<file path="src/hw/rtl/assert_macros.svh">
`ifndef ASSERT_MACROS_SVH
`define ASSERT_MACROS_SVH

// Same-cycle implication, checked while reset is released.
`define TME_ASSERT_NOW(label, clk, rst_n, ante, cons) \
    label: assert property (@(posedge clk) disable iff (!rst_n) (ante) |-> (cons)) \
        else $error("assertion failed");

// Next-cycle implication, checked while reset is released.
`define TME_ASSERT_NEXT(label, clk, rst_n, ante, cons) \
    label: assert property (@(posedge clk) disable iff (!rst_n) (ante) |=> (cons)) \
        else $error("assertion failed");

`endif

</file>
<file path="src/hw/rtl/tme_pkg.sv">
package tme_pkg;

    localparam logic [3:0] OP_LEFT  = 4'd0;
    localparam logic [3:0] OP_RIGHT = 4'd1;
    localparam logic [3:0] OP_INC   = 4'd2;
    localparam logic [3:0] OP_DEC   = 4'd3;
    localparam logic [3:0] OP_OUT   = 4'd4;
    localparam logic [3:0] OP_IN    = 4'd5;
    localparam logic [3:0] OP_OPEN  = 4'd6;
    localparam logic [3:0] OP_CLOSE = 4'd7;

    localparam logic [1:0] ERR_NONE      = 2'd0;
    localparam logic [1:0] ERR_OVERFLOW  = 2'd1;
    localparam logic [1:0] ERR_UNDERFLOW = 2'd2;

    localparam logic [15:0] SKIP_MAX = 16'hFFFF;

    typedef struct packed {
        logic [3:0]  func;
        logic [15:0] pc;
        logic [7:0]  in_byte;
    } req_word_t;

    typedef struct packed {
        logic [15:0] next_pc;
        logic        out_valid;
        logic [7:0]  out_byte;
        logic [1:0]  error_code;
    } rsp_word_t;

endpackage

</file>
<file path="src/hw/rtl/tme_stack.sv">
module tme_stack
    import tme_pkg::*;
#(
    parameter int DEPTH = 64,
    parameter int AW    = 6
)
(
    input  logic          clk,
    input  logic          rst_n,
    input  logic          rd_en,
    input  logic [AW-1:0] rd_addr,
    input  logic          wr_en,
    input  logic [AW-1:0] wr_addr,
    input  logic [15:0]   wr_data,
    output logic [15:0]   rd_data
);

    logic [15:0] mem [DEPTH];
    logic [15:0] q_reg;
    logic [15:0] byp_data_reg;
    logic        byp_hit_reg;

    always_ff @(posedge clk or negedge rst_n)
    begin
        if (!rst_n)
        begin
            byp_hit_reg <= 1'b0;
        end
        else if (rd_en)
        begin
            byp_hit_reg <= wr_en && (wr_addr == rd_addr);
        end
    end

    always_ff @(posedge clk)
    begin
        if (wr_en)
        begin
            mem[wr_addr] <= wr_data;
        end
        if (rd_en)
        begin
            q_reg        <= mem[rd_addr];
            byp_data_reg <= wr_data;
        end
    end

    assign rd_data = byp_hit_reg ? byp_data_reg : q_reg;

endmodule
</file>
<file path="config.mk">
export PLATFORM = sky130hd
export DESIGN_NAME = tme_stack
export DESIGN_NICKNAME = d
export VERILOG_FILES = /design/src/hw/rtl/assert_macros.svh /design/src/hw/rtl/tme_pkg.sv /design/src/hw/rtl/tme_stack.sv
export SDC_FILE = /design/constraint.sdc
export NUM_CORES = 1
export LEC_CHECK = 0
export BUFFER_PORTS_ARGS = -buffer_cell sky130_fd_sc_hd__buf_2
export CORE_MARGIN = 5
export CORE_UTILIZATION = 45
export DETAILED_ROUTE_END_ITERATION = 16
export HOLD_SLACK_MARGIN = 0.12
export REMOVE_ABC_BUFFERS = 1
export SLEW_MARGIN = 10
export SYNTH_ARGS = -nofsm -noshare
export SYNTH_HDL_FRONTEND = slang
export SYNTH_SLANG_ARGS = --single-unit
</file>
<file path="constraint.sdc">
create_clock -name clk -period 3.8 [get_ports clk]
set_input_delay 0.76 -clock clk [delete_from_list [all_inputs] [get_ports clk]]
set_output_delay 0.76 -clock clk [all_outputs]
set_load 0.005 [all_outputs]
</file>
* Yosys cells after proc, flatten, opt, wreduce, memory -nomap -nowiden
Memories as Yosys holds them, arrays and structs flattened. A register that Yosys moved wholly into a read port is not among the register bits. Index checks and enable logic that the tools add are counted.
Word-level totals: bits in registers 17, RAM bits 1024, logic and storage cells 8, memories 1
Memory list:
- mem | depth 64, bits a word 16, read ports 1, clocked after memory_dff 1, wr ports 1, line tme_stack.sv:18 | logic [15:0] mem [DEPTH];
Operators by class: eq/ne operators 1, mux-type cells 3, reductions and logical operators 1
Operators by type and width (count):
- $mux 16 | 1
- $eq 6x6->1 | 1
- $mux 1 | 2
- $logic_and 1x1->1 | 1

* Logic depth before layout (Yosys ltp)
depth in word-level cells 2, mapped depth 9

* Least setup slack after synthesis
OpenSTA, ideal clock, no wires.
kind input port to flip-flop, start point input wr_addr[3], end point memory mem[48][0], enable pin, arrival time 2416 ps, required time 3391 ps, path slack 975 ps, stages on the path 4, buffers on the path 1, path through clkbuf_1 nor2b_1 nand4b_1 nor3_1
RTL lines:
- start: declaration | line tme_stack.sv:13 | input logic [AW-1:0] wr_addr,
- end: declaration | line tme_stack.sv:18
No word-level cell before the write port.

* Final worst setup path
start point register byp_hit_reg, end point output rd_data[6]
Between the ends: word-level cells in the longest chain between the ends 1
Ends and longest elaborated chain:
- start: declaration | line tme_stack.sv:21 | logic byp_hit_reg;
- start signal: assignment | line tme_stack.sv:31 | byp_hit_reg <= wr_en && (wr_addr == rd_addr);
- $mux 16 | line tme_stack.sv:48 | assign rd_data = byp_hit_reg ? byp_data_reg : q_reg;
- end: declaration | line tme_stack.sv:15 | output logic [15:0] rd_data
No other way between the ends.

==> impl_metrics.json <==
{
  "period_minus_slack_ns": 3.000,
  "die_w_um": 311.5,
  "place_congestion": 0.8264,
  "ys_async_sr_fraction": 0.0009461,
  "clock_latency_ns": 0.67,
  "use_met1": 0.2926,
  "power_density_nw_per_um2": 523.6,
  "io_pins": 48,
  "grtUsageMet3": 0.04147,
  "post_cts_resized": 0,
  "cts_root_buf": "clkbuf_16",
  "power_w": 0.02441,
  "die_area_sq_um": 97040,
  "viasPerCell": 5.960,
  "cts_tree": "done",
  "synthCells": 1853,
  "yosysMostFrequentCell": "edfxtp_1",
  "grt_max_degree": 66,
  "fmax_mhz": 333.4,
  "synth_common_cells": "edfxtp_1 (1,056), mux4_2 (210), mux2i_1 (87), nor2_1 (73), a22oi_1 (57)",
  "largest_reg_flops": 1024,
  "std_cell_rows": 110,
  "htreeDepth": 3,
  "tightest_slew_ns": 1.229,
  "r2r_slack_ns": 1.40,
  "finalCritPeriodShare": 0.7893,
  "syn-cell-area_sq_um": 40910,
  "fin_skew_ns": 0.02200,
  "min_path_type": "input pin to asynchronous set/reset pin",
  "maxSlewHeadroom": 0.1803,
  "nFillCells": 6950,
  "fin_nets": 2084,
  "cts_setup_buffers": 0,
  "clockBufferDepth": 3,
  "first_iter_violations": 2130,
  "netlist-cell-type-count": 40,
  "top_usage_layer": "met2",
  "first_global_vias": 20134,
  "drive_gt1_frac": 0.2766,
  "hold_viol_final": 0,
  "cts_hold_buffers": 1,
  "synth_edf_count": 1056,
  "cp.arrival_ns": 2.24,
  "firstDrtPassIters": 5,
  "rsz0062_at_grt": "no",
  "hpwl_um": 60540,
  "route.detailed.drc": 0,
  "synth-seq-cells": 1057,
  "synth_area_leaders": "edfxtp_1 (78%), mux4_2 (12%), mux2i_1 (2.1%)",
  "setup_violations": 0,
  "multiInputGateArea_sq_um": 8467,
  "setup_tns_ns": 0,
  "ys_seq_area_frac": 0.7757,
  "utilization": 0.5172,
  "peakVddDrop_mv": 0.4371,
  "avgRoutedWirePerCell_um": 30.29,
  "yosys_warnings": 0,
  "cp-end-kind": "primary output",
  "r2r_cells": 5,
  "path_max_fanout": 17,
  "yosys.area.top_type": "edfxtp_1",
  "grt-ovfl-total": 0,
  "avgSynthCellArea_sq_um": 22.08,
  "regArea_sq_um": 31740,
  "r2r_start": "mem[63][2]",
  "start_util": 0.4538,
  "core_sq_um": 90150,
  "outcome": "finished, final reports clean",
  "clk_pin_slew_ns": 0.06,
  "wirelength_um": 100400,
  "grt_usage": 0.2050,
  "cap_violations": 0,
  "die_y_um": 311.5,
  "grt_pass1_wl_um": 145200,
  "slew_viol_final": 0,
  "worstPathRequired_ns": 3.04,
  "synth_ff_type": "edfxtp_1",
  "postRouteAntennaNets": 0,
  "portBuffers": 47,
  "cts_sinks": 1057,
  "synth_top_area_frac": 0.7751,
  "cts_buffers": 104,
  "r2r_end": "q_reg[2]",
  "leakage_nw": 14.90,
  "syn_to_final_growth_pct": 13.97,
  "via_count": 19764,
  "path_class": "register to primary output",
  "grt.met2_usage": 0.3304,
  "startpoint_type": "register",
  "antenna_found_initial": 5
}
==> power breakdown <==
group	leakage [nW]	internal, W	switching [W]
clock	1.64	0.00589	0.00429
sequential	9.54	0.0129	0.0000343
combinational	3.72	0.000469	0.000788
==> worst max-delay path, cell delays in order, from the launching register on <==
cell and delay [ns]:
dfrtp_1 0.89, mux2_2 0.51, buf_2 0.16
==> cell type report <==
type,count,share of cell area
Multi-Input combinational cell,691,0.1816
Timing Repair Buffer,198,0.03405
Clock buffer,128,0.05912
Clock inverter,63,0.01288
Tap cell,1176,0.03156
Antenna cell,3,0.0001610
Sequential cell,1057,0.6806
==> stage by stage <==
step                      hold WS (ns)  setup WS (ns)  cell area, sq um  std cells
after floorplan                 0.4644          1.158             40190       1748
after global placement          0.5981         0.1473             43190       3118
after detailed placement        0.6011         0.1687             43190       3118
after CTS                       0.4073         0.7595             46560       3310
after global routing            0.4339         0.7026             46620       3313
final                           0.4661         0.8005             46630       3316
==> how the worst max path moves through the flow <==
stage	start	end	slack [ns]	depth (start not counted)
2_1_floorplan	wr_en	mem[48][0]	1.16	3
3_3_place_gp	rd_addr[0]	q_reg[1]	0.15	8
3_5_place_dp	rd_addr[0]	q_reg[1]	0.17	8
4_1_cts	byp_hit_reg	rd_data[5]	0.76	2
5_1_grt	rd_addr[0]	q_reg[1]	0.70	8
6_report	byp_hit_reg	rd_data[6]	0.80	2
==> cell families (layout without fill, tap and decap cells) <==
group | Yosys count | after routing | share of synthesized area
and+or+nand+nor | 199 | 199 | 0.02419
muxes | 341 | 341 | 0.1541
DFF | 1057 | 1057 | 0.7757
buffers and inverters | 105 | 389 | 0.01759
xor gates and xnor gates | 6 | 6 | 0.001285
other | 0 | 3 | 0
AOI/OAI and AO/OA | 145 | 145 | 0.02710
==> placed cells by master (no fill, tap or decap), types with 10 or more instances in the layout <==
cell type  count
mux2i_1       87
bufinv_16     11
mux4_2       210
a31oi_1       10
a211oi_1      13
mux2_2        30
clkinv_1      21
clkinv_2      20
a211o_1       10
clkbuf_1      21
buf_12        15
edfxtp_1    1056
a221oi_1      23
buf_2         43
clkbuf_16    107
mux4_1        14
buf_4        136
nor2b_1       35
nand2_1       25
nor2_1        73
a22oi_1       57
a311oi_1      13
nand3_1       27
a21oi_1       13
==> layer usage <==
| layer | up-vias | wire (um) |
|---|---|---|
| li1 | 8255 | - |
| met1 | 10617 | 41980 |
| met2 | 744 | 48770 |
| met3 | 142 | 7406 |
| met4 | 6 | 2229 |
| met5 | - | 40 |
Power figures use the tool's default switching activity.
